[src/rtl/core/wsrm_pkg.sv]
// Shared constants, request types and helpers for the wildcard/star matcher.
`default_nettype none

package wsrm_pkg;

  // Pattern store size and the row sequencer that walks it
  localparam int MAX_PATTERN = 32;
  localparam int LANES       = 8;
  localparam int NUM_CHUNKS  = (MAX_PATTERN + LANES - 1) / LANES;
  localparam int PAD         = NUM_CHUNKS * LANES;
  localparam int ROW_IDX_W   = $clog2(PAD);
  localparam int CNT_W       = (NUM_CHUNKS > 1) ? $clog2(NUM_CHUNKS) : 1;

  // Field widths
  localparam int OPCODE_W = 2;
  localparam int INDEX_W  = 5;
  localparam int SYM_W    = 8;
  localparam int LEN_W    = 6;

  // Opcodes
  localparam logic [OPCODE_W-1:0] OP_WRITE = 2'd0;
  localparam logic [OPCODE_W-1:0] OP_START = 2'd1;
  localparam logic [OPCODE_W-1:0] OP_BYTE  = 2'd2;

  // Special pattern bytes
  localparam logic [SYM_W-1:0] SYM_STAR = 8'd42;
  localparam logic [SYM_W-1:0] SYM_DOT  = 8'd46;

  // Request queue between front and back
  localparam int QDEPTH = 2;
  localparam int QPTR_W = $clog2(QDEPTH);
  localparam int QCNT_W = $clog2(QDEPTH + 1);

  typedef enum logic [1:0] {
    KIND_WRITE,
    KIND_START,
    KIND_BYTE
  } kind_e;

  typedef struct packed {
    kind_e               kind;
    logic [INDEX_W-1:0]  index;
    logic [SYM_W-1:0]    symbol;
  } req_t;

  typedef struct packed {
    logic valid;
    req_t req;
  } slot_t;

  // A pattern byte accepts a subject byte if equal or a dot
  function automatic logic accepts(logic [SYM_W-1:0] pat, logic [SYM_W-1:0] ch);
    return (pat == ch) || (pat == SYM_DOT);
  endfunction

endpackage

`default_nettype wire

[src/rtl/core/wsrm_if.sv]
// Valid/ready channel interfaces for matcher requests and match results.
`default_nettype none

interface wsrm_in_if;
  logic                          valid;
  logic                          ready;
  logic [wsrm_pkg::OPCODE_W-1:0] opcode;
  logic [wsrm_pkg::INDEX_W-1:0]  pattern_index;
  logic [wsrm_pkg::SYM_W-1:0]    symbol;

  modport source (output valid, opcode, pattern_index, symbol, input ready);
  modport sink   (input valid, opcode, pattern_index, symbol, output ready);
endinterface

interface wsrm_out_if;
  logic valid;
  logic ready;
  logic matched;

  modport source (output valid, matched, input ready);
  modport sink   (input valid, matched, output ready);
endinterface

`default_nettype wire

[src/rtl/core/wsrm_front.sv]
// Front end: takes requests off the input channel and classifies them.
`default_nettype none

module wsrm_front (
  wsrm_in_if.sink          in_i,
  input  logic             full_i,
  output wsrm_pkg::slot_t  push_o
);

  // Accept whenever the queue has room
  assign in_i.ready = !full_i;

  // Decode opcode; drop the unused code
  always_comb begin
    push_o.valid      = 1'b0;
    push_o.req.kind   = wsrm_pkg::KIND_WRITE;
    push_o.req.index  = in_i.pattern_index;
    push_o.req.symbol = in_i.symbol;
    case (in_i.opcode)
      wsrm_pkg::OP_WRITE: begin
        push_o.valid    = in_i.valid && !full_i;
        push_o.req.kind = wsrm_pkg::KIND_WRITE;
      end
      wsrm_pkg::OP_START: begin
        push_o.valid    = in_i.valid && !full_i;
        push_o.req.kind = wsrm_pkg::KIND_START;
      end
      wsrm_pkg::OP_BYTE: begin
        push_o.valid    = in_i.valid && !full_i;
        push_o.req.kind = wsrm_pkg::KIND_BYTE;
      end
      default: begin
        push_o.valid = 1'b0;
      end
    endcase
  end

endmodule

`default_nettype wire

[src/rtl/core/wsrm_queue.sv]
// Short request FIFO that decouples the front end from the back end.
`default_nettype none

module wsrm_queue (
  input  logic             clk_i,
  input  logic             rst_ni,
  input  wsrm_pkg::slot_t  push_i,
  output logic             full_o,
  output wsrm_pkg::slot_t  head_o,
  input  logic             pop_i
);

  wsrm_pkg::req_t                  mem_q [wsrm_pkg::QDEPTH];
  logic [wsrm_pkg::QPTR_W-1:0]     wr_ptr_q, wr_ptr_d;
  logic [wsrm_pkg::QPTR_W-1:0]     rd_ptr_q, rd_ptr_d;
  logic [wsrm_pkg::QCNT_W-1:0]     count_q, count_d;
  logic                            do_push;
  logic                            do_pop;

  assign full_o       = (count_q == wsrm_pkg::QCNT_W'(wsrm_pkg::QDEPTH));
  assign head_o.valid = (count_q != '0);
  assign head_o.req   = mem_q[rd_ptr_q];
  assign do_push      = push_i.valid && !full_o;
  assign do_pop       = pop_i && head_o.valid;

  // Advance pointers with wrap, track fill
  always_comb begin
    wr_ptr_d = wr_ptr_q;
    rd_ptr_d = rd_ptr_q;
    count_d  = count_q;
    if (do_push) begin
      if (wr_ptr_q == wsrm_pkg::QPTR_W'(wsrm_pkg::QDEPTH - 1)) begin
        wr_ptr_d = '0;
      end else begin
        wr_ptr_d = wr_ptr_q + 1'b1;
      end
    end
    if (do_pop) begin
      if (rd_ptr_q == wsrm_pkg::QPTR_W'(wsrm_pkg::QDEPTH - 1)) begin
        rd_ptr_d = '0;
      end else begin
        rd_ptr_d = rd_ptr_q + 1'b1;
      end
    end
    if (do_push && !do_pop) begin
      count_d = count_q + 1'b1;
    end else if (do_pop && !do_push) begin
      count_d = count_q - 1'b1;
    end
  end

  always_ff @(posedge clk_i or negedge rst_ni) begin
    if (!rst_ni) begin
      wr_ptr_q <= '0;
      rd_ptr_q <= '0;
      count_q  <= '0;
    end else begin
      wr_ptr_q <= wr_ptr_d;
      rd_ptr_q <= rd_ptr_d;
      count_q  <= count_d;
    end
  end

  // Store the incoming request
  always_ff @(posedge clk_i) begin
    if (do_push) begin
      mem_q[wr_ptr_q] <= push_i.req;
    end
  end

  // Fill never exceeds the depth
  a_count_bound: assert property (@(posedge clk_i) disable iff (!rst_ni)
    count_q <= wsrm_pkg::QCNT_W'(wsrm_pkg::QDEPTH))
    else $error("queue fill above depth");

  // A push into a full queue leaves the fill unchanged unless a pop frees a slot
  a_full_hold: assert property (@(posedge clk_i) disable iff (!rst_ni)
    (full_o && !pop_i) |=> full_o)
    else $error("full queue lost an entry without a pop");

endmodule

`default_nettype wire

[src/rtl/core/wsrm_back.sv]
// Back end: pattern store, match row sequencer and result register.
`default_nettype none

module wsrm_back (
  input  logic                          clk_i,
  input  logic                          rst_ni,
  input  wsrm_pkg::slot_t               head_i,
  output logic                          pop_o,
  input  logic [wsrm_pkg::LEN_W-1:0]    pattern_length_i,
  wsrm_out_if.source                    out_o
);

  localparam logic [1:0] ST_IDLE = 2'd0;
  localparam logic [1:0] ST_RUN  = 2'd1;
  localparam logic [1:0] ST_DONE = 2'd2;

  localparam int PAD   = wsrm_pkg::PAD;
  localparam int LANES = wsrm_pkg::LANES;
  localparam logic [wsrm_pkg::CNT_W-1:0] LAST_CHUNK =
    wsrm_pkg::CNT_W'(wsrm_pkg::NUM_CHUNKS - 1);

  logic [1:0]                     state_q, state_d;
  logic [wsrm_pkg::CNT_W-1:0]     chunk_q, chunk_d;
  logic                           start_mode_q, start_mode_d;
  logic [wsrm_pkg::SYM_W-1:0]     ch_q, ch_d;
  logic                           row0_q, row0_d;
  logic [PAD-1:0]                 row_q, row_d;
  logic                           old_q, old_d;
  logic                           nm1_q, nm1_d;
  logic                           nm2_q, nm2_d;
  logic [wsrm_pkg::SYM_W-1:0]     pprev_q, pprev_d;
  logic [wsrm_pkg::SYM_W-1:0]     pat_q [PAD];
  logic [wsrm_pkg::SYM_W-1:0]     pat_rot [PAD];
  logic                           pat_wr_en;
  logic                           pat_rot_en;
  logic [LANES-1:0]               lane_new;
  logic [PAD-1:0]                 row_rot;
  logic                           out_valid_q, out_valid_d;
  logic                           out_matched_q, out_matched_d;
  logic                           out_load;
  logic [wsrm_pkg::LEN_W-1:0]     len_eff;
  logic [wsrm_pkg::ROW_IDX_W-1:0] len_sel;
  logic                           match_sel;

  // Compute one window of LANES row entries from the front of the rotating row
  always_comb begin
    logic [wsrm_pkg::SYM_W-1:0] p;
    logic [wsrm_pkg::SYM_W-1:0] pp;
    logic                       new2;
    logic                       old1;
    logic                       old0;
    logic                       star;
    lane_new = '0;
    for (int i = 0; i < LANES; i++) begin
      p = pat_q[i];
      if (i == 0) begin
        pp   = pprev_q;
        old1 = old_q;
        new2 = nm2_q;
      end else if (i == 1) begin
        pp   = pat_q[i-1];
        old1 = row_q[i-1];
        new2 = nm1_q;
      end else begin
        pp   = pat_q[i-1];
        old1 = row_q[i-1];
        new2 = lane_new[i-2];
      end
      old0 = row_q[i];
      // a star in pattern position zero never matches
      star = (p == wsrm_pkg::SYM_STAR) && !((i == 0) && (chunk_q == '0));
      if (start_mode_q) begin
        lane_new[i] = star && new2;
      end else if (wsrm_pkg::accepts(p, ch_q)) begin
        lane_new[i] = old1;
      end else if (star) begin
        lane_new[i] = new2 || (wsrm_pkg::accepts(pp, ch_q) && old0);
      end else begin
        lane_new[i] = 1'b0;
      end
    end
  end

  // Rotate row and pattern by one window; new entries go to the back
  always_comb begin
    for (int m = 0; m < PAD; m++) begin
      if (m < PAD - LANES) begin
        row_rot[m] = row_q[m + LANES];
      end else begin
        row_rot[m] = lane_new[m - (PAD - LANES)];
      end
      if (m + LANES < PAD) begin
        pat_rot[m] = pat_q[m + LANES];
      end else begin
        pat_rot[m] = pat_q[m + LANES - PAD];
      end
    end
  end

  // Pick row entry at the clipped pattern length
  always_comb begin
    if (int'(pattern_length_i) > wsrm_pkg::MAX_PATTERN) begin
      len_eff = wsrm_pkg::LEN_W'(wsrm_pkg::MAX_PATTERN);
    end else begin
      len_eff = pattern_length_i;
    end
    len_sel = wsrm_pkg::ROW_IDX_W'(len_eff - 1'b1);
    if (len_eff == '0) begin
      match_sel = row0_q;
    end else begin
      match_sel = row_q[len_sel];
    end
  end

  // Sequencer: dispatch, walk the row window by window, hand off the result
  always_comb begin
    state_d      = state_q;
    chunk_d      = chunk_q;
    start_mode_d = start_mode_q;
    ch_d         = ch_q;
    row0_d       = row0_q;
    row_d        = row_q;
    old_d        = old_q;
    nm1_d        = nm1_q;
    nm2_d        = nm2_q;
    pprev_d      = pprev_q;
    pop_o        = 1'b0;
    pat_wr_en    = 1'b0;
    pat_rot_en   = 1'b0;
    out_load     = 1'b0;
    case (state_q)
      ST_IDLE: begin
        if (head_i.valid) begin
          pop_o = 1'b1;
          case (head_i.req.kind)
            wsrm_pkg::KIND_WRITE: begin
              pat_wr_en = int'(head_i.req.index) < wsrm_pkg::MAX_PATTERN;
            end
            wsrm_pkg::KIND_START: begin
              start_mode_d = 1'b1;
              row0_d       = 1'b1;
              old_d        = row0_q;
              nm1_d        = 1'b1;
              chunk_d      = '0;
              state_d      = ST_RUN;
            end
            wsrm_pkg::KIND_BYTE: begin
              start_mode_d = 1'b0;
              ch_d         = head_i.req.symbol;
              row0_d       = 1'b0;
              old_d        = row0_q;
              nm1_d        = 1'b0;
              chunk_d      = '0;
              state_d      = ST_RUN;
            end
            default: begin
              state_d = ST_IDLE;
            end
          endcase
        end
      end
      ST_RUN: begin
        row_d      = row_rot;
        pat_rot_en = 1'b1;
        old_d      = row_q[LANES-1];
        nm1_d      = lane_new[LANES-1];
        nm2_d      = lane_new[LANES-2];
        pprev_d    = pat_q[LANES-1];
        if (chunk_q == LAST_CHUNK) begin
          state_d = ST_DONE;
        end else begin
          chunk_d = chunk_q + 1'b1;
        end
      end
      ST_DONE: begin
        if (!out_valid_q || out_o.ready) begin
          out_load = 1'b1;
          state_d  = ST_IDLE;
        end
      end
      default: begin
        state_d = ST_IDLE;
      end
    endcase
  end

  // Output register; hold while the sink stalls
  always_comb begin
    out_matched_d = out_matched_q;
    if (out_load) begin
      out_valid_d   = 1'b1;
      out_matched_d = match_sel;
    end else if (out_o.ready) begin
      out_valid_d = 1'b0;
    end else begin
      out_valid_d = out_valid_q;
    end
  end

  assign out_o.valid   = out_valid_q;
  assign out_o.matched = out_matched_q;

  always_ff @(posedge clk_i or negedge rst_ni) begin
    if (!rst_ni) begin
      state_q     <= ST_IDLE;
      chunk_q     <= '0;
      row0_q      <= 1'b0;
      row_q       <= '0;
      out_valid_q <= 1'b0;
    end else begin
      state_q     <= state_d;
      chunk_q     <= chunk_d;
      row0_q      <= row0_d;
      row_q       <= row_d;
      out_valid_q <= out_valid_d;
    end
  end

  always_ff @(posedge clk_i) begin
    start_mode_q  <= start_mode_d;
    ch_q          <= ch_d;
    old_q         <= old_d;
    nm1_q         <= nm1_d;
    nm2_q         <= nm2_d;
    pprev_q       <= pprev_d;
    out_matched_q <= out_matched_d;
  end

  // Pattern store: write one symbol at rest, rotate while walking
  always_ff @(posedge clk_i) begin
    if (pat_wr_en) begin
      for (int m = 0; m < PAD; m++) begin
        if (m == int'(head_i.req.index)) begin
          pat_q[m] <= head_i.req.symbol;
        end
      end
    end else if (pat_rot_en) begin
      pat_q <= pat_rot;
    end
  end

  // A result only comes out of the hand-off state
  a_result_src: assert property (@(posedge clk_i) disable iff (!rst_ni)
    (out_valid_q && !$past(out_valid_q)) |-> $past(state_q == ST_DONE))
    else $error("result raised outside hand-off");

  // The last window always leads to the hand-off state
  a_last_chunk: assert property (@(posedge clk_i) disable iff (!rst_ni)
    (state_q == ST_RUN && chunk_q == LAST_CHUNK) |=> (state_q == ST_DONE))
    else $error("row walk did not finish after the last window");

  // No request is taken while a row walk or hand-off is pending
  a_no_pop_busy: assert property (@(posedge clk_i) disable iff (!rst_ni)
    (state_q == ST_RUN || state_q == ST_DONE) |-> !pop_o)
    else $error("request popped while busy");

endmodule

`default_nettype wire

[src/rtl/core/wildcard_star_regex_matcher_core.sv]
// Top level of the streaming literal/dot/star pattern matcher.
//
// Requests arrive on in_i: opcode 0 writes one pattern symbol (no result),
// opcode 1 starts a subject and opcode 2 feeds one subject byte; each of the
// latter two returns one result on out_o telling whether the subject so far
// matches the first pattern_length symbols ('.' any byte, '*' zero or more of
// the symbol before it, '*' in position zero never matches). Opcode 3 is
// taken and dropped. A two-entry request queue lets input be accepted while
// the back end works. A pattern write is done at dispatch; for a start or a
// subject byte the back end dispatches, the row sequencer walks the match row
// one eight-position window at a time, and then the result register is loaded.
// The user must write pattern_length only while the block is idle; the block
// does not enforce it. Values above the pattern capacity clip to it.
`default_nettype none

module wildcard_star_regex_matcher_core (
  input  logic                          clk_i,
  input  logic                          rst_ni,
  input  logic                          pattern_length_we_i,
  input  logic [wsrm_pkg::LEN_W-1:0]    pattern_length_i,
  wsrm_in_if.sink                       in_i,
  wsrm_out_if.source                    out_o
);

  logic [wsrm_pkg::LEN_W-1:0] pattern_length_q;
  wsrm_pkg::slot_t            push;
  wsrm_pkg::slot_t            head;
  logic                       full;
  logic                       pop;

  // Hold the pattern length register
  always_ff @(posedge clk_i or negedge rst_ni) begin
    if (!rst_ni) begin
      pattern_length_q <= '0;
    end else if (pattern_length_we_i) begin
      pattern_length_q <= pattern_length_i;
    end
  end

  wsrm_front u_front (
    .in_i   (in_i),
    .full_i (full),
    .push_o (push)
  );

  wsrm_queue u_queue (
    .clk_i  (clk_i),
    .rst_ni (rst_ni),
    .push_i (push),
    .full_o (full),
    .head_o (head),
    .pop_i  (pop)
  );

  wsrm_back u_back (
    .clk_i            (clk_i),
    .rst_ni           (rst_ni),
    .head_i           (head),
    .pop_o            (pop),
    .pattern_length_i (pattern_length_q),
    .out_o            (out_o)
  );

endmodule

`default_nettype wire

[src/flat_wrapper.sv]
// flat-port wrapper written by rule: the top's interface ports become plain ports
module wildcard_star_regex_matcher_core_flat 
  (clk_i, rst_ni, pattern_length_we_i, pattern_length_i, in_i_valid, in_i_opcode, in_i_pattern_index, in_i_symbol, in_i_ready, out_o_valid, out_o_matched, out_o_ready);
  wsrm_in_if in_i_i ();
  wsrm_out_if out_o_i ();
  input  logic clk_i;
  input  logic rst_ni;
  input  logic pattern_length_we_i;
  input  logic [wsrm_pkg::LEN_W-1:0] pattern_length_i;
  input wire logic [$bits(in_i_i.valid)-1:0] in_i_valid;
  input wire logic [$bits(in_i_i.opcode)-1:0] in_i_opcode;
  input wire logic [$bits(in_i_i.pattern_index)-1:0] in_i_pattern_index;
  input wire logic [$bits(in_i_i.symbol)-1:0] in_i_symbol;
  output wire logic [$bits(in_i_i.ready)-1:0] in_i_ready;
  output wire logic [$bits(out_o_i.valid)-1:0] out_o_valid;
  output wire logic [$bits(out_o_i.matched)-1:0] out_o_matched;
  input wire logic [$bits(out_o_i.ready)-1:0] out_o_ready;
  assign in_i_i.valid = in_i_valid;
  assign in_i_i.opcode = in_i_opcode;
  assign in_i_i.pattern_index = in_i_pattern_index;
  assign in_i_i.symbol = in_i_symbol;
  assign in_i_ready = in_i_i.ready;
  assign out_o_valid = out_o_i.valid;
  assign out_o_matched = out_o_i.matched;
  assign out_o_i.ready = out_o_ready;
  wildcard_star_regex_matcher_core u_core (.clk_i(clk_i), .rst_ni(rst_ni), .pattern_length_we_i(pattern_length_we_i), .pattern_length_i(pattern_length_i), .in_i(in_i_i), .out_o(out_o_i));
endmodule
[config.mk]
export PLATFORM = sky130hd
export DESIGN_NAME = wildcard_star_regex_matcher_core_flat
export DESIGN_NICKNAME = d
export VERILOG_FILES = /design/src/rtl/core/wsrm_pkg.sv /design/src/rtl/core/wsrm_if.sv /design/src/rtl/core/wsrm_front.sv /design/src/rtl/core/wsrm_queue.sv /design/src/rtl/core/wsrm_back.sv /design/src/rtl/core/wildcard_star_regex_matcher_core.sv /design/src/flat_wrapper.sv
export SDC_FILE = /design/constraint.sdc
export NUM_CORES = 1
export LEC_CHECK = 0
export ABC_AREA = 1
export CAP_MARGIN = 10
export CORE_MARGIN = 2
export CORE_UTILIZATION = 27
export CTS_CLUSTER_DIAMETER = 30
export DETAILED_ROUTE_END_ITERATION = 10
export DONT_BUFFER_PORTS = 1
export PLACE_DENSITY = 0.41
export SYNTH_ARGS = -nofsm -noshare
export SYNTH_HDL_FRONTEND = slang
export SYNTH_SLANG_ARGS = --single-unit
[constraint.sdc]
create_clock -name clk_i -period 4.2 [get_ports clk_i]
set_clock_uncertainty 0.1 [all_clocks]
set_input_delay 0.21 -clock clk_i [delete_from_list [all_inputs] [get_ports clk_i]]
set_output_delay 0.21 -clock clk_i [all_outputs]
set_load 0.1 [all_outputs]
==> impl_metrics.yaml, run 1 <==
synthesis:
  netlist_area_um2: 16400
  syn_avg_cell_area_um2: 10.0
  async_flop_share: 0.135
  synth_fa_ha_area_frac: 0.00610
  syn-num-nets: 1673
  synth_xor_area_frac: 0.0165
  synth_top_family_by_area: "simple AND/OR/NAND/NOR gates"
  synthMuxAreaShare: 0.000686
  synth_edf_count: 307
  syn-instance-count: 1639
  synth-simple-area-share: 0.157
  ys_seq_area_frac: 0.635
  synth_compound_area_frac: 0.121
  ys_types: 47
  yosysWarnings: 0
  ys_seq_elements: 355
  synth-main-ff-cell: "edfxtp_1"
timing:
  hold_viol: 0
  slew_violations: 0
  maxSlewHeadroom: 0.251
  fin_tns_setup_ps: 0
  fin_crit_sh: 0.784
  rsz0062_at_grt: "no"
  fmax_mhz: 304
  fin_crit_ps: 3290
  setup_violations: 0
  tightest_slew_ps: 1120
pwr:
  p_leak_nw: 8.40
  power_w: 0.0188
  ir_drop_mv: 0.588
  power.density_nw_per_um2: 920
place:
  hpwl_um: 30300
  globalplace.congestion: 0.832
  port_buffers: 0
global_route:
  grt_max_degree: 201
  overflow: 0
  grt_pass1_vias: 12100
  antenna_found_initial: 0
  grt_pass1_wl_um: 75700
  track_usage: 0.159
floorplan:
  core_area_um2: 60200
  dieWidth_um: 251
  num_rows: 90
  io_pins: 29
  initial_core_util: 0.273
  die_y_um: 251
  die_area_um2: 62800
final_layout:
  layout_common_cells: "nand2_1, o21ai_0, edfxtp_1"
  syn_to_final_growth_pct: 24.2
  layout_commonest_cell: "nand2_1"
  fillers: 6040
  layout-drive-gt1-share: 0.132
  fin_nets: 1742
  n_antenna_cell: 0
drt:
  wl_um: 49200
  ant_nets: 0
  first_iter_violations: 992
  viasPerCell: 4.76
  route.detailed.drc: 0
  drt_pre_antenna_iters: 5
  vias: 12200
  routedWlPerCell_um: 19.3
clocking:
  clkLatencyLatePin_ps: 610
  clkTransAtPathRegs_ps: 50
  cts_tree: "yes"
  postCtsResizedCells: 0
  cts-root-buf: "clkbuf_16"
  clock-sinks: 355
  cts_max_level: 3
  clockBufferDepth: 3
  cts_made_buffers: 84
critical_path:
  path_cells: "inv_2 > or2_2 > o21ai_0 > ha_1 > inv_4 > nor2_4 > nand2_1 > buf_4 > o21ai_0 > buf_4"
  startpoint_type: "flop"
  cp-end-kind: "flop"
  arrival_ps: 3510
  cp.required_ps: 4420
  worstSetupPathType: "reg2reg"
  critPathMaxStageDelay_ps: 600
  path_max_fanout: 16
  critPathSlowestCell: "dfrtp_1"
min_path:
  hold_class: "in2async"
run_status:
  status: "finished clean"
run:
  drv_cap: 0
kinds of logic after synthesis:
logic type	count (synthesis)
compound gates	378
xor+xnor	31
fa+ha+maj	8
buf+inv	239
flops	355
mux	1
simple gates	627
stage by stage:
stage / instances / setup slack, ps / utilization / area (um2) / hold slack, ps
2_1_floorplan: 1639 / 1110 / - / 16400 / -186
3_3_place_gp: 2377 / 947 / 0.289 / 17400 / -184
3_5_place_dp: 2377 / 880 / 0.289 / 17400 / -183
4_1_cts: 2556 / 846 / 0.339 / 20400 / 33.8
5_1_grt: 2556 / 584 / 0.339 / 20400 / 68.2
6_report: 2556 / 909 / 0.339 / 20400 / 47.6
metal layers:
layer	global-route usage	up-vias	wire, um
met5	0	-	0
met4	0.0597	0	1040
met3	0.0284	72	2210
met2	0.242	320	22000
met1	0.224	5995	24000
li1	-	5773	-
synth_stat cells (all sizes together), types with 4 or more instances:
library cell / number / area share
a21oi: 14 / 0.0043
buf: 14 / 0.0084
clkbuf: 88 / 0.021
dfrtp: 48 / 0.073
edfxtp: 307 / 0.56
ha: 8 / 0.0061
inv: 136 / 0.032
nand2: 469 / 0.11
nand3: 20 / 0.0067
nand4: 25 / 0.0095
nor2: 78 / 0.018
nor3: 13 / 0.0046
nor4: 13 / 0.0062
o211ai: 9 / 0.0044
o21ai: 333 / 0.10
o22ai: 4 / 0.0015
o311ai: 6 / 0.0032
or2: 7 / 0.0027
xnor2: 13 / 0.0069
xor2: 18 / 0.0096
state kept, by name (all words and copies together), names as in the netlist, 2 cells and up:
register / count
u_core.pattern_length_q: 6
u_core.u_back.ch_q: 8
u_core.u_back.chunk_q: 2
u_core.u_back.pat_q: 256
u_core.u_back.pprev_q: 8
u_core.u_back.row_q: 32
u_core.u_back.state_q: 2
u_core.u_queue.count_q: 2
u_core.u_queue.mem_q: 30
power breakdown:
group / switching (W) / leakage, nW / total, W / internal (W)
Combinational: 0.00373 / 3.47 / 0.00523 / 0.00150
Clock: 0.00207 / 1.31 / 0.00619 / 0.00412
Sequential: 0.000952 / 3.62 / 0.00735 / 0.00640
critical path, delay by kind of cell, from the launching register on:
family	cells	cell delay, ps
AOI/OAI and AO/OA	2	640
and+or+nand+nor	3	690
buffers and inverters	4	680
DFF	1	600
adders and majority gates	1	290
timing repair:
action,CTS,global route
hold endpoints to repair,90,0
hold buffers,27,0
buffers inserted,0,0
endpoints found under the setup margin,0,0
area by class of cell:
class | count | area [um2] | share of cell area
clock inverter | 55 | 482 | 0.0236
timing repair buffer | 86 | 768 | 0.0377
tap | 782 | 978 | 0.0480
clock buffer | 97 | 2240 | 0.110
multi-input combinational | 1045 | 4970 | 0.244
inverter | 136 | 536 | 0.0263
sequential | 355 | 10400 | 0.511
worst paths after layout:
| kind | endpoint | start | depth (start not counted) | slack, ps |
|---|---|---|---|---|
| setup reg to reg | u_core.u_back.pat_q[54] | u_core.u_queue.rd_ptr_q | 10 | 910 |
| setup / recovery | u_core.u_back.pat_q[54] | u_core.u_queue.rd_ptr_q | 10 | 910 |
| hold / removal | u_core.u_back.row_q[7] | rst_ni | 2 | 50 |
| max in group asynchronous | u_core.u_back.row_q[10] | rst_ni | 2 | 3710 |
| min in group clk_i | u_core.u_queue.mem_q[0][10] | in_i_pattern_index[2] | 1 | 170 |
| hold reg to reg | u_core.u_back.row_q[17] | u_core.u_back.row_q[25] | 2 | 370 |
(Power assumes the default switching activity.)
==> run 2: changes to the inputs <==
Clock period 4.2 ns to 3.1 ns, I/O delays scaled along.
==> impl_metrics.yaml, run 2 (synthesis gave the netlist of run 1 again) <==
pwr:
  power.density_nw_per_um2: 1280
  p_leak_nw: 8.80
  ir_drop_mv: 0.522
drt:
  vias: 12300
  met2_length_um: 22100
  route.detailed.drc: 0
  wl_met3_um: 2640
  top_layer: "met4"
  drt_pre_antenna_iters: 6
  ant_nets: 0
  viasPerCell: 4.74
  wirelength_met1_um: 23700
  first_iter_violations: 1017
  wl_um: 49800
  routedWlPerCell_um: 19.1
place:
  place_ws_ps: 127
  hpwl_um: 31400
  globalplace.congestion: 0.847
  port_buffers: 0
  placed_cells: 2396
  placed_cell_area_um2: 17600
floorplan:
  num_rows: 90
  initial_core_util: 0.273
  core_area_um2: 60200
  die_area_um2: 62800
  die_y_um: 251
  io_pins: 29
  dieWidth_um: 251
timing:
  rsz0062_at_grt: "no"
  fmax_mhz: 358
  fin_crit_sh: 0.902
  hold_slack_ps: 64.0
  slew_violations: 0
  maxSlewHeadroom: 0.265
  worst_slack_ps: 303
  fin_tns_setup_ps: 0
  setup_violations: 0
  tightest_slew_ps: 1100
  hold_viol: 0
  fin_crit_ps: 2800
critical_path:
  startpoint_type: "flop"
  critPathSlowestCell: "o41ai_1"
  path_cells: "buf_4 > buf_4 > nand2_1 > nand4_1 > o41ai_1 > nand2_1 > nand3_1 > nand2_1 > nand2_1 > nand2_1 > nand2_1 > nand2_1 > nand2_1"
  critPathMaxStageDelay_ps: 830
  arrival_ps: 3190
  path_common_cell: "nand2_1"
  path_max_fanout: 4
  cp.required_ps: 3490
  cp-end-kind: "flop"
  worstSetupPathType: "reg2reg"
clocking:
  clock-sinks: 355
  clkTransAtPathRegs_ps: 50
  cts-root-buf: "clkbuf_16"
  clkLatencyLatePin_ps: 620
  cts_made_buffers: 92
  cts_max_level: 3
  postCtsResizedCells: 0
  clockBufferDepth: 3
  cts_tree: "yes"
run_status:
  status: "finished clean"
global_route:
  antenna_found_initial: 2
  grt_pass1_wl_um: 76100
  overflow: 0
  grt_max_degree: 198
  grt_pass1_vias: 12200
  track_usage: 0.159
final_layout:
  finalNonFillerCells: 2603
  layout-drive-gt1-share: 0.149
  design_area_um2: 21100
  top_register: "u_core.u_back.pat_q"
  fin_nets: 1777
  layout_common_cells: "nand2_1, o21ai_0, edfxtp_1"
  layout_commonest_cell: "nand2_1"
  largest_registers: "u_core.u_back.pat_q: 256 flops, u_core.u_back.row_q: 32 flops, u_core.u_queue.mem_q: 30 flops"
  n_antenna_cell: 0
  largest_reg_flops: 256
  syn_to_final_growth_pct: 28.7
min_path:
  hold_class: "in2async"
run:
  drv_cap: 0
[run 2: cell types whose count changed in the layout (fill, tap and decap cells not counted), sizes merged]
cell,before,now
inv,142,140
clkbuf,97,107
buf,60,87
bufinv,5,14
clkinvlp,13,7
clkinv,31,40
[run 2: cell type report]
type	count	area, um2
Sequential cell	355	10400
Clock buffer	107	2400
Inverter	136	536
Tap cell	782	978
Clock inverter	65	761
Multi-Input combinational cell	1045	4970
Fill cell	6016	39100
Timing Repair Buffer	113	1070
[run 2: report_power, final]
part	switching, W	internal [W]
registers	0.00118	0.00866
clock network	0.00296	0.00667
logic	0.00529	0.00221
[run 2: timing repair]
action	4_1_cts	5_1_grt
endpoints found under the setup margin	0	2
hold buffers	28	0
buffers inserted	0	7
endpoints found under the hold margin	120	0
[run 2: critical path: cells and delay by family (launching register included)]
kind / cells / cell delay, ps
buffers and inverters: 2 / 370
AOI/OAI and AO/OA: 1 / 830
DFF: 1 / 520
and+or+nand+nor: 10 / 850
[run 2: path summary, 6_finish.rpt]
| check | slack (ps) | from | cells after the start | endpoint |
|---|---|---|---|---|
| min in group clk_i | 100 | out_o_ready | 2 | u_core.u_back.out_o.valid |
| hold reg to reg | 370 | u_core.u_back.row_q[17] | 2 | u_core.u_back.row_q[9] |
| max in group asynchronous | 2580 | rst_ni | 3 | u_core.u_back.row_q[27] |
| setup / recovery | 300 | u_core.u_back.ch_q[4] | 13 | u_core.u_back.nm1_q |
| hold / removal | 60 | rst_ni | 3 | u_core.u_back.row_q[1] |
| setup reg to reg | 300 | u_core.u_back.ch_q[4] | 13 | u_core.u_back.nm1_q |
[run 2: layer usage]
| metal | vias to the layer above | global-route usage |
|---|---|---|
| met3 | 79 | 0.0291 |
| li1 | 5848 | - |
| met4 | 0 | 0.0647 |
| met5 | - | 0 |
| met1 | 6055 | 0.226 |
| met2 | 351 | 0.239 |
[run 2: metrics by stage]
| stage | util | power (W) |
|---|---|---|
| floorplan | - | 0.0142 |
| global placement | 0.292 | 0.0173 |
| detailed placement | 0.292 | 0.0174 |
| CTS | 0.350 | 0.0272 |
| global route | 0.351 | 0.0286 |
| finish | 0.351 | 0.0270 |
==> run 3: changes to the inputs <==
Settings changed: CAP_MARGIN 10 to 15, SYNTH_HIERARCHICAL set to 1.
==> impl_metrics.yaml, run 3 <==
synthesis:
  synthTopCellsByArea: "edfxtp_1, nand2_1, dfrtp_1"
  synth-main-ff-cell: "edfxtp_1"
  async_flop_share: 0.135
  synth_fa_ha_area_frac: 0.00619
  synth_most_common_cell: "nand2_1"
  syn-num-nets: 1669
  ys_seq_area_frac: 0.644
  synth_compound_area_frac: 0.0622
  synth_xor_area_frac: 0.0172
  synth-simple-area-share: 0.210
  netlist_area_um2: 16200
  ys_seq_elements: 355
  synthMuxAreaShare: 0
  syn-instance-count: 1635
  syn_avg_cell_area_um2: 9.89
  synth_area_leader_cell: "edfxtp_1"
  ys_types: 50
  synthTopCellsByCount: "nand2_1, edfxtp_1, inv_1, o21ai_0, clkbuf_1"
  synth_top_area_share: 0.570
  synth_top_family_by_area: "simple AND/OR/NAND/NOR gates"
  synth_edf_count: 307
  yosysWarnings: 6
pwr:
  pwr-share-comb: 0.288
  ir_drop_mv: 0.511
  p_switching_w: 0.00940
  p_leak_nw: 9.48
  p_int_w: 0.0179
  power.density_nw_per_um2: 1290
  netSwitchingFraction: 0.344
  power.clock.fraction: 0.349
  pwr-share-seq: 0.363
run:
  drv_cap: 0
critical_path:
  arrival_ps: 3200
  critPathLaunch: "u_core/pattern_length_q[0]"
  r2r.worst_path.cells: 13
  path_max_fanout: 7
  reg2reg_to: "u_core/u_back/out_o.matched"
  critPathSlowestCell: "dfrtp_1"
  startpoint_type: "flop"
  worstSetupPathType: "reg2reg"
  critPathMaxStageDelay_ps: 410
  cp.required_ps: 3360
  cp_num_buf_inv: 2
  critical-path-top-delay-family: "simple AND/OR/NAND/NOR gates"
  cp-end-kind: "flop"
  path_cells: "or3_4 > nor2_2 > inv_2 > o21ai_4 > nand2_1 > ha_1 > xnor2_2 > inv_1 > o21ai_1 > nand3_1 > a21oi_1 > nand3b_1 > o21ai_2"
  r2r_slack_ps: 160
  r2r-start: "u_core/pattern_length_q[0]"
floorplan:
  initial_core_util: 0.274
  io_pins: 29
  core_area_um2: 59100
  dieWidth_um: 249
  num_rows: 89
  die_y_um: 249
  die_area_um2: 61900
clocking:
  cts_max_level: 3
  clkTransAtPathRegs_ps: 40
  post_cts_buffers: 0
  cts_tree: "yes"
  cts-root-buf: "clkbuf_16"
  clock-sinks: 355
  clkLatencyLatePin_ps: 620
  cts_made_buffers: 89
  clockBufferDepth: 3
place:
  placed_cells: 2402
  placed_cell_area_um2: 17800
  hpwl_um: 31100
  globalplace.congestion: 0.813
  port_buffers: 0
final_layout:
  layout_common_cells: "nand2_1, edfxtp_1, inv_1"
  fin_nets: 1784
  multi_input_area_um2: 5010
  layout_commonest_cell: "nand2_1"
  design_area_um2: 21200
  seq_area_um2: 10400
  syn_to_final_growth_pct: 31.0
  fillers: 5911
  top_register: "u_core/u_back/pat_q"
  largest_registers: "u_core/u_back/pat_q: 256 flops, u_core/u_back/row_q: 32 flops, u_core/u_queue/mem_q: 30 flops"
  n_antenna_cell: 0
  largest_reg_flops: 256
  layout-drive-gt1-share: 0.160
  finalNonFillerCells: 2599
global_route:
  track_usage: 0.156
  grt_pass1_wl_um: 73700
  antenna_found_initial: 0
  grt_pass1_vias: 12300
  grt_max_degree: 83
  overflow: 0
timing:
  fmax_mhz: 340
  fin_crit_sh: 0.949
  hold_viol: 0
  slew_violations: 0
  fin_tns_setup_ps: 0
  setup_violations: 0
  rsz0062_at_grt: "no"
  fin_crit_ps: 2940
  hold_slack_ps: 5.44
  tightest_slew_ps: 1120
  maxSlewHeadroom: 0.246
drt:
  wirelength_met1_um: 22600
  first_iter_violations: 969
  drt_pre_antenna_iters: 5
  viasPerCell: 4.61
  top_layer: "met4"
  met2_length_um: 21300
  route.detailed.drc: 0
  routedWlPerCell_um: 18.4
  wl_met3_um: 2790
  wl_um: 47900
  ant_nets: 0
  vias: 12000
min_path:
  hold_class: "in2async"
run_status:
  status: "finished clean"
==> run 3: cell count changes after synthesis, moves of 17 or more <==
cell,previous run,this run
nand2_1,462,719
buf_4,0,22
o21ai_0,322,81
nor2_1,78,52
o41ai_1,3,35
clkbuf_1,86,69
==> run 3: per-stage QoR <==
step | util | worst slack [ps] | power [W]
4_1_cts | 0.358 | 140 | 0.0276
2_1_floorplan | - | 140 | 0.0143
6_report | 0.358 | 157 | 0.0273
5_1_grt | 0.358 | 1.54 | 0.0290
3_5_place_dp | 0.300 | 153 | 0.0178
3_3_place_gp | 0.300 | 154 | 0.0178
==> run 3: cell type report <==
| cell class | instances | area share |
|---|---|---|
| flip-flops and latches | 355 | 0.492 |
| multi-input cells | 1057 | 0.236 |
| clock buffers | 104 | 0.111 |
| repair buffers | 121 | 0.0563 |
| well taps | 773 | 0.0456 |
| clock inverters | 63 | 0.0358 |
| inverters | 126 | 0.0231 |
==> run 3: logic make-up (layout without fill, tap and decap cells) <==
group / Yosys count / after routing
DFF: 355 / 355
and+or+nand+nor: 855 / 855
xor gates and xnor gates: 31 / 31
AOI/OAI and AO/OA: 163 / 163
buffers and inverters: 223 / 414
adders and majority gates: 8 / 8
==> run 3: how the worst max path moves through the flow <==
stage,endpoint,cells past startpoint,slack (ps)
2_1_floorplan,u_core/u_back/pat_q[232],10,140
6_report,u_core/u_back/out_o.matched,13,160
4_1_cts,u_core/u_back/out_o.matched,13,140
3_5_place_dp,u_core/u_back/out_o.matched,13,150
5_1_grt,u_core/u_back/row_q[31],20,2
3_3_place_gp,u_core/u_back/pat_q[176],8,150
==> run 3: per-layer routing <==
metal  vias up  track usage
li1       5710            -
met1      5850        0.215
met2       337        0.239
met3        76       0.0323
met4         0       0.0637
met5         -            0
==> run 3: power by group through the flow <==
stage / clock, W / sequential, W / combinational (W)
floorplan: 0 / 0.00946 / 0.00487
global placement: 0 / 0.00998 / 0.00778
detailed placement: 0 / 0.00995 / 0.00783
CTS: 0.00971 / 0.00992 / 0.00792
global route: 0.00997 / 0.0101 / 0.00885
finish: 0.00952 / 0.00992 / 0.00788
==> run 3: worst register-to-register path, delay by kind of cell, from the launching register on <==
family	cells	cell delay, ps
and+or+nand+nor	5	880
AOI/OAI and AO/OA	4	550
DFF	1	410
xor gates and xnor gates	1	350
adders and majority gates	1	250
buffers and inverters	2	160
==> run 3: what timing repair did <==
item	CTS	global route
hold buffers	27	0
resized for setup	0	3
setup endpoints to repair	0	10
endpoints found under the hold margin	89	0
